--- src/efp_pkg.sv ---
// Shared types, character constants and helpers for the eISCP frame parser.
// No dependencies; imported by eiscp_frame_parser_top.
`timescale 1ns / 1ps
`default_nettype none

package efp_pkg;

    // Parse phase; the unused code falls back to hunting.
    typedef enum logic [1:0] {
        PH_HUNT    = 2'd0,
        PH_HEADER  = 2'd1,
        PH_PAYLOAD = 2'd2
    } t_phase;

    typedef enum logic [2:0] {
        EV_NONE     = 3'd0,
        EV_VOLUME   = 3'd1,
        EV_POWER_ON = 3'd2,
        EV_STANDBY  = 3'd3,
        EV_BAD_HDR  = 3'd4,
        EV_TOO_LONG = 3'd5
    } t_event;

    typedef enum logic [1:0] {
        PWR_NONE = 2'd0,
        PWR_ON   = 2'd1,
        PWR_STBY = 2'd2
    } t_power;

    localparam int unsigned CFG_W    = 13;
    localparam int unsigned WIN_LEN  = 10;
    localparam int unsigned WIN_W    = WIN_LEN * 8;

    localparam logic [31:0]      MAGIC_WORD  = 32'h4953_4350;  // "ISCP"
    localparam logic [31:0]      HDR_LEN     = 32'd16;
    localparam logic [CFG_W-1:0] MAX_LEN_RST = 13'd4096;
    localparam logic [7:0]       VOL_LIMIT   = 8'd200;

    // Header byte positions that close a field.
    localparam logic [3:0] POS_HDR_LEN = 4'd3;
    localparam logic [3:0] POS_PAY_LEN = 4'd7;
    localparam logic [3:0] POS_LAST    = 4'd11;

    localparam logic [23:0] STR_MVL     = "MVL";
    localparam logic [23:0] STR_PWR     = "PWR";
    localparam logic [15:0] STR_01      = "01";
    localparam logic [15:0] STR_ON      = "ON";
    localparam logic [15:0] STR_00      = "00";
    localparam logic [47:0] STR_PWROFF  = "PWROFF";
    localparam logic [79:0] STR_PWRSTBY = "PWRSTANDBY";

    // Hex digit value, either case; 16 marks a non-digit.
    function automatic logic [4:0] hex_val(input logic [7:0] c);
        logic [4:0] v;
        v = 5'd16;
        if (c inside {[8'h30:8'h39]}) begin
            v = {1'b0, 4'(c - 8'h30)};
        end else if (c inside {[8'h41:8'h46]}) begin
            v = {1'b0, 4'(c - 8'h37)};
        end else if (c inside {[8'h61:8'h66]}) begin
            v = {1'b0, 4'(c - 8'h57)};
        end
        return v;
    endfunction

endpackage

`default_nettype wire

--- src/eiscp_frame_parser_top.sv ---
// eISCP frame parser top level: input register, single-pass parse logic,
// result register. Depends on efp_pkg.
`timescale 1ns / 1ps
`default_nettype none

// Byte-stream parser for eISCP frames. Takes one byte transaction per clock
// (restart=1 clears all parsing and gives no result). Hunts for "ISCP" in a
// sliding 4-byte window, checks the 16-byte header (header length must be 16,
// payload length must not exceed the r_max_len config register), then scans
// the payload through a 10-byte window for MVLxx volume and PWR power reports.
// One result transaction comes per finished or dropped frame. Throughput is
// one byte per clock while the result side does not stall: each byte waits in
// the input register, and the whole parse step runs between that register and
// the result register, which takes the result when the input register moves on.
// Backpressure on the result side stalls the input register; o_in_ready stays
// high while the input register is empty or moving on in the same cycle.
// The config register (reset 4096) may only be written while the block is idle.
module eiscp_frame_parser_top (
    input  wire logic        i_clk,
    input  wire logic        i_rst_n,
    // config
    input  wire logic        i_cfg_we,
    input  wire logic [12:0] i_cfg_data,
    // byte input channel
    input  wire logic        i_in_valid,
    output logic             o_in_ready,
    input  wire logic [7:0]  i_data_byte,
    input  wire logic        i_restart,
    // result channel
    output logic             o_out_valid,
    input  wire logic        i_out_ready,
    output logic [2:0]       o_event_kind,
    output logic [7:0]       o_volume_level
);
    import efp_pkg::*;

    // ---------------- registers ----------------
    logic [CFG_W-1:0] r_max_len;

    logic             r_in_valid;
    logic [7:0]       r_in_byte;
    logic             r_in_restart;

    t_phase           r_phase,      n_phase;
    logic [31:0]      r_magic,      n_magic;
    logic [3:0]       r_hdr_pos,    n_hdr_pos;
    logic [31:0]      r_hdr_word,   n_hdr_word;
    logic [CFG_W-1:0] r_pay_len,    n_pay_len;
    logic [CFG_W-1:0] r_pay_pos,    n_pay_pos;
    logic [WIN_W-1:0] r_recent,     n_recent;   // byte 0 of the window at MSBs
    logic             r_vol_found,  n_vol_found;
    logic [7:0]       r_vol_value,  n_vol_value;
    t_power           r_power,      n_power;

    logic             r_out_valid;
    t_event           r_out_kind;
    logic [7:0]       r_out_vol;

    // ---------------- handshake ----------------
    logic proc_go;  // input register item is processed this cycle

    assign proc_go    = r_in_valid && (!r_out_valid || i_out_ready);
    assign o_in_ready = !r_in_valid || proc_go;

    always_ff @(posedge i_clk) begin
        if (!i_rst_n) begin
            r_max_len <= MAX_LEN_RST;
        end else if (i_cfg_we) begin
            r_max_len <= i_cfg_data;
        end
    end

    always_ff @(posedge i_clk) begin
        if (!i_rst_n) begin
            r_in_valid <= 1'b0;
        end else if (o_in_ready) begin
            r_in_valid <= i_in_valid;
        end
    end

    always_ff @(posedge i_clk) begin
        if (o_in_ready && i_in_valid) begin
            r_in_byte    <= i_data_byte;
            r_in_restart <= i_restart;
        end
    end

    // ---------------- parse step ----------------
    logic             emit;
    logic             frame_done;
    logic             clear_all;
    t_event           ev_kind;
    logic [7:0]       ev_vol;
    logic [4:0]       hex_hi, hex_lo;
    logic [7:0]       vol_cand;
    logic [CFG_W-1:0] pos_inc;

    always_comb begin
        n_phase     = r_phase;
        n_magic     = r_magic;
        n_hdr_pos   = r_hdr_pos;
        n_hdr_word  = r_hdr_word;
        n_pay_len   = r_pay_len;
        n_pay_pos   = r_pay_pos;
        n_recent    = r_recent;
        n_vol_found = r_vol_found;
        n_vol_value = r_vol_value;
        n_power     = r_power;
        emit        = 1'b0;
        frame_done  = 1'b0;
        clear_all   = 1'b0;
        ev_kind     = EV_NONE;
        ev_vol      = 8'd0;
        hex_hi      = 5'd16;
        hex_lo      = 5'd16;
        vol_cand    = 8'd0;
        pos_inc     = r_pay_pos + 1'b1;

        if (r_in_restart) begin
            clear_all = 1'b1;
        end else begin
            case (r_phase)
                PH_HEADER: begin
                    n_hdr_word = {r_hdr_word[23:0], r_in_byte};
                    n_hdr_pos  = r_hdr_pos + 1'b1;
                    if (r_hdr_pos == POS_HDR_LEN) begin
                        if (n_hdr_word != HDR_LEN) begin
                            emit      = 1'b1;
                            ev_kind   = EV_BAD_HDR;
                            clear_all = 1'b1;
                        end else begin
                            n_hdr_word = '0;
                        end
                    end else if (r_hdr_pos == POS_PAY_LEN) begin
                        if (n_hdr_word > {{(32-CFG_W){1'b0}}, r_max_len}) begin
                            emit      = 1'b1;
                            ev_kind   = EV_TOO_LONG;
                            clear_all = 1'b1;
                        end else begin
                            n_pay_len  = n_hdr_word[CFG_W-1:0];
                            n_hdr_word = '0;
                        end
                    end else if (r_hdr_pos >= POS_LAST) begin
                        if (r_pay_len == '0) begin
                            frame_done = 1'b1;
                        end else begin
                            n_phase     = PH_PAYLOAD;
                            n_pay_pos   = '0;
                            n_recent    = '0;
                            n_vol_found = 1'b0;
                            n_vol_value = 8'd0;
                            n_power     = PWR_NONE;
                        end
                    end
                end

                PH_PAYLOAD: begin
                    n_recent = {r_recent[WIN_W-9:0], r_in_byte};
                    hex_hi   = hex_val(n_recent[15:8]);
                    hex_lo   = hex_val(n_recent[7:0]);
                    vol_cand = {hex_hi[3:0], hex_lo[3:0]};
                    if (!r_vol_found && n_recent[39:16] == STR_MVL
                            && !hex_hi[4] && !hex_lo[4] && vol_cand <= VOL_LIMIT) begin
                        n_vol_found = 1'b1;
                        n_vol_value = vol_cand;
                    end
                    if (r_power == PWR_NONE) begin
                        if (n_recent[39:16] == STR_PWR
                                && (n_recent[15:0] == STR_01 || n_recent[15:0] == STR_ON)) begin
                            n_power = PWR_ON;
                        end else if (n_recent[39:16] == STR_PWR
                                && n_recent[15:0] == STR_00) begin
                            n_power = PWR_STBY;
                        end else if (n_recent[47:0] == STR_PWROFF) begin
                            n_power = PWR_STBY;
                        end else if (n_recent == STR_PWRSTBY) begin
                            n_power = PWR_STBY;
                        end
                    end
                    n_pay_pos = pos_inc;
                    if (pos_inc >= r_pay_len) begin
                        frame_done = 1'b1;
                    end
                end

                default: begin
                    // hunting (also the unused phase code)
                    n_phase = PH_HUNT;
                    n_magic = {r_magic[23:0], r_in_byte};
                    if (n_magic == MAGIC_WORD) begin
                        n_magic    = '0;
                        n_phase    = PH_HEADER;
                        n_hdr_pos  = '0;
                        n_hdr_word = '0;
                    end
                end
            endcase
        end

        if (frame_done) begin
            emit      = 1'b1;
            clear_all = 1'b1;
            if (n_vol_found) begin
                ev_kind = EV_VOLUME;
                ev_vol  = n_vol_value;
            end else if (n_power == PWR_ON) begin
                ev_kind = EV_POWER_ON;
            end else if (n_power == PWR_STBY) begin
                ev_kind = EV_STANDBY;
            end
        end

        if (clear_all) begin
            n_phase     = PH_HUNT;
            n_magic     = '0;
            n_hdr_pos   = '0;
            n_hdr_word  = '0;
            n_pay_len   = '0;
            n_pay_pos   = '0;
            n_recent    = '0;
            n_vol_found = 1'b0;
            n_vol_value = 8'd0;
            n_power     = PWR_NONE;
        end
    end

    // parse state register
    always_ff @(posedge i_clk) begin
        if (!i_rst_n) begin
            r_phase     <= PH_HUNT;
            r_magic     <= '0;
            r_hdr_pos   <= '0;
            r_hdr_word  <= '0;
            r_pay_len   <= '0;
            r_pay_pos   <= '0;
            r_recent    <= '0;
            r_vol_found <= 1'b0;
            r_vol_value <= 8'd0;
            r_power     <= PWR_NONE;
        end else if (proc_go) begin
            r_phase     <= n_phase;
            r_magic     <= n_magic;
            r_hdr_pos   <= n_hdr_pos;
            r_hdr_word  <= n_hdr_word;
            r_pay_len   <= n_pay_len;
            r_pay_pos   <= n_pay_pos;
            r_recent    <= n_recent;
            r_vol_found <= n_vol_found;
            r_vol_value <= n_vol_value;
            r_power     <= n_power;
        end
    end

    // ---------------- result register ----------------
    always_ff @(posedge i_clk) begin
        if (!i_rst_n) begin
            r_out_valid <= 1'b0;
        end else if (proc_go) begin
            r_out_valid <= emit;
        end else if (i_out_ready) begin
            r_out_valid <= 1'b0;
        end
    end

    always_ff @(posedge i_clk) begin
        if (proc_go && emit) begin
            r_out_kind <= ev_kind;
            r_out_vol  <= ev_vol;
        end
    end

    assign o_out_valid    = r_out_valid;
    assign o_event_kind   = r_out_kind;
    assign o_volume_level = r_out_vol;

    // ---------------- assertions ----------------
    // volume field only carries data on a volume report
    a_vol_zero: assert property (@(posedge i_clk) disable iff (!i_rst_n)
        o_out_valid && o_event_kind != EV_VOLUME |-> o_volume_level == 8'd0)
        else $error("volume level nonzero on non-volume result");

    a_vol_range: assert property (@(posedge i_clk) disable iff (!i_rst_n)
        o_out_valid |-> o_volume_level <= VOL_LIMIT)
        else $error("volume level above limit");

    // a restart transaction never yields a result
    a_restart_quiet: assert property (@(posedge i_clk) disable iff (!i_rst_n)
        proc_go && r_in_restart |=> !r_out_valid)
        else $error("result after restart");

    // every result ends the frame and returns to hunting
    a_emit_hunt: assert property (@(posedge i_clk) disable iff (!i_rst_n)
        proc_go && emit |=> r_phase == PH_HUNT && r_magic == '0)
        else $error("parser not hunting after result");

endmodule

`default_nettype wire

--- config.mk ---
export PLATFORM = sky130hd
export DESIGN_NAME = eiscp_frame_parser_top
export DESIGN_NICKNAME = d
export VERILOG_FILES = /design/src/efp_pkg.sv /design/src/eiscp_frame_parser_top.sv
export SDC_FILE = /design/constraint.sdc
export NUM_CORES = 1
export LEC_CHECK = 0
export ABC_AREA = 1
export BUFFER_PORTS_ARGS = -buffer_cell sky130_fd_sc_hd__buf_4
export CAP_MARGIN = 20
export CORE_MARGIN = 10
export CORE_UTILIZATION = 30
export CTS_BUF_LIST = sky130_fd_sc_hd__clkbuf_8
export DETAILED_ROUTE_END_ITERATION = 12
export MAX_ROUTING_LAYER = met4
export SETUP_SLACK_MARGIN = 0.3
export SYNTH_ARGS = -nofsm -noshare
export SYNTH_HDL_FRONTEND = slang
export SYNTH_SLANG_ARGS = --single-unit
export TNS_END_PERCENT = 50
--- constraint.sdc ---
create_clock -name i_clk -period 3.5 [get_ports i_clk]
set_input_delay 0.175 -clock i_clk [delete_from_list [all_inputs] [get_ports i_clk]]
set_output_delay 0.175 -clock i_clk [all_outputs]
set_load 0.05 [all_outputs]
==> metrics.yaml <==
run_status:
  status: "finished clean"
worst_setup_path:
  worstPathArrival_ns: 3.60
  crit_path_end_kind: "flip-flop"
  cp_max_fo: 15
  critPathLaunchType: "flip-flop"
  crit_path_max_incr_delay_ns: 0.37
  crit_required_ns: 3.87
  path_cells: "and3_4 -> nand4_1 -> nor2_2 -> inv_2 -> nor3_2 -> xor2_1 -> ha_1 -> nand2_2 -> o21ai_2 -> a21oi_1 -> nand3_1 -> nand2_1 -> nand2_2 -> nand2_2 -> inv_4 -> nor2_8 -> buf_12 -> nand3_4 -> nand2_8 -> inv_8 -> buf_12 -> nor2_2 -> nor2_2"
  cpMaxStageDelayCell: "dfxtp_2"
  critPathKind: "flip-flop to flip-flop"
flow_run:
  cap_viol_max_count: 0
placed_design:
  dp_hpwl_um: 20640
  dpl.cell_count: 2062
  place_area_um2: 11660
  gp_congestion: 0.9140
  place_ws_ns: 0.1491
  portBuffers: 39
grt:
  grt_max_degree: 78
  grt_pass1_vias: 9851
  antenna_found_initial: 1
  grt_pass1_wl_um: 51380
  track_usage: 0.1445
  overflow: 0
route:
  first_iter_violations: 974
  vias_per_cell: 4.963
  drtPass1Iterations: 5
  vias: 10650
  drtAntennaViolNets: 0
  wl_per_cell_um: 15.09
  drc: 0
  routed_wirelength_um: 32390
final_layout:
  layout.cells.non_filler: 2146
  multiInputGateArea_um2: 5874
  fin_nets: 1739
  nFillCells: 3748
  final_core_util: 0.3634
  area_growth_pct: 19.34
  drive_above_1_share: 0.1229
  mostFrequentLayoutCells: "nand2_1 (353), nor2_1 (274), nand3_1 (244), dfxtp_1 (175), inv_1 (129)"
  final_cell_area_um2: 12960
  final_common_cell: "nand2_1"
  seq_area_um2: 4170
synth:
  yosysSeqAreaShare: 0.3835
  ys.flop_type: "dfxtp_1"
  synthTopCellsByArea: "dfxtp_1 (33%), nand2_1 (13%), nand3_1 (11%)"
  synth_top_area_frac: 0.3282
  ys_seq_elements: 198
  synth.avg_cell_area_um2: 6.714
  synth-edff-count: 20
  synth_area_leader_cell: "dfxtp_1"
  synth_nets: 1685
  yosysUniqueCellTypes: 46
  ys_async_sr_fraction: 0
  yosysWarnings: 0
  synth_area_um2: 10860
  synthCells: 1617
floorplan:
  fp.dieW_um: 210.2
  io_pins: 40
  coreArea_um2: 35660
  start_util: 0.3045
  die_area_um2: 44200
  num_rows: 69
  fp.dieH_um: 210.2
clock_tree:
  cts_htree_levels: 4
  numCtsBuffers: 17
  clock-sinks: 198
  cts.root.buffer_cell: "clkbuf_8"
  clockBufferDepth: 2
  clkTransAtPathRegs_ns: 0.10
  insertion_delay_ns: 0.48
  cts_tree: "yes"
sta:
  finalClockSkew_ns: 0.01875
  slew_violations: 0
  fin_crit_ns: 3.226
  setup_violations: 0
  hold_violations: 0
  tns_ns: 0
  relSlewSlack: 0.3746
  worst_pin_slew_ns: 0.9380
  layout_setup_ws_ns: 0.2744
  final.period_utilization: 0.9216
  rsz0062_at_grt: "true"
  clock.fmax_mhz: 310.0
worst_hold_path:
  hold_class: "input pin to flip-flop"
power_and_ir_drop:
  power_density_nw_per_um2: 380.6
  irDropWorstVdd_mv: 0.1876
  p_leak_nw: 5.286
-- cells in the mapped netlist, types with 2 or more instances --
cell type,count
nand2_1,364
nor2_1,295
nand3_1,249
dfxtp_1,178
inv_1,129
a21oi_1,101
ha_1,41
clkbuf_1,33
nand4_1,33
buf_2,26
o21ai_0,22
edfxtp_1,20
nor3_1,16
buf_4,14
nor4_1,14
xor2_1,10
buf_1,9
buf_6,9
a31oi_1,8
inv_2,7
nand2_2,6
nand3b_1,4
and3_1,3
nor2_2,2
o21ai_1,2
xnor2_1,2
-- what timing repair did --
item / CTS / global route
setup endpoints to repair: 159 / 168
pin swaps: 4 / 54
hold buffers: 27 / 0
hold endpoints to repair: 24 / 0
cloned: 5 / 5
buffers inserted: 5 / 9
gates resized for setup: 27 / 53
-- metrics by stage --
stage	power, mW	hold WS [ns]
3_5_place_dp	3.396	0.3546
3_3_place_gp	3.382	0.3542
5_1_grt	5.196	0.2992
2_1_floorplan	3.153	0.2739
6_report	4.931	0.2953
4_1_cts	4.909	0.2443
-- worst paths after layout --
check	to	depth (start not counted)	slack, ns	startpoint
max	r_pay_pos[5]	23	0.27	r_pay_pos[1]
min	r_hdr_pos[2]	3	0.30	i_rst_n
max reg2reg	r_pay_pos[5]	23	0.27	r_pay_pos[1]
min reg2reg	r_pay_len[10]	2	0.47	r_pay_len[10]
-- metal layers --
metal | track usage | part of all wire
met3 | 0.02166 | 0.050
met1 | 0.1859 | 0.47
met5 | - | 0
met2 | 0.2292 | 0.46
met4 | 0.04572 | 0.018
-- flip-flops by register name, summed over array words and instances, names as in the netlist, 2 cells and up --
register        cells
r_hdr_pos           4
r_max_len          13
r_recent           72
r_vol_value         8
r_magic            24
r_hdr_word         24
o_event_kind        3
r_pay_len          13
o_volume_level      8
r_phase             2
r_pay_pos          13
r_power             2
r_in_byte           8
-- cells by family (layout without fill, tap and decap cells) --
| logic type | Yosys count | in the layout | share of synthesized area |
|---|---|---|---|
| AOI/OAI and AO/OA | 142 | 142 | 0.07007 |
| adders and majority gates | 41 | 41 | 0.04725 |
| other | 0 | 1 | 0 |
| buffers and inverters | 228 | 295 | 0.09300 |
| and+or+nand+nor | 996 | 996 | 0.3965 |
| DFF | 198 | 198 | 0.3835 |
| xor gates and xnor gates | 12 | 12 | 0.009681 |
-- report_power, final --
group / total [mW] / internal [mW] / switching, mW
clock network: 1.43 / 0.568 / 0.861
registers: 2.53 / 2.41 / 0.124
logic: 0.971 / 0.387 / 0.585
total: 4.93 / 3.36 / 1.57
-- worst max-delay path, delay by kind of cell, from the launching register on --
kind | cells | cell delay, ns
AOI/OAI and AO/OA | 2 | 0.17
and+or+nand+nor | 14 | 1.58
buffers and inverters | 5 | 0.49
DFF | 1 | 0.37
adders and majority gates | 1 | 0.29
xor gates and xnor gates | 1 | 0.22
-- layout make-up --
type,instances,share of cell area
Sequential cell,198,0.3219
Inverter,136,0.04075
Clock inverter,15,0.01024
Clock buffer,17,0.01806
Multi-Input combinational cell,1191,0.4534
Timing Repair Buffer,127,0.1110
Antenna cell,1,0.0001931
Tap cell,461,0.04452
(Power assumes the default switching activity.)
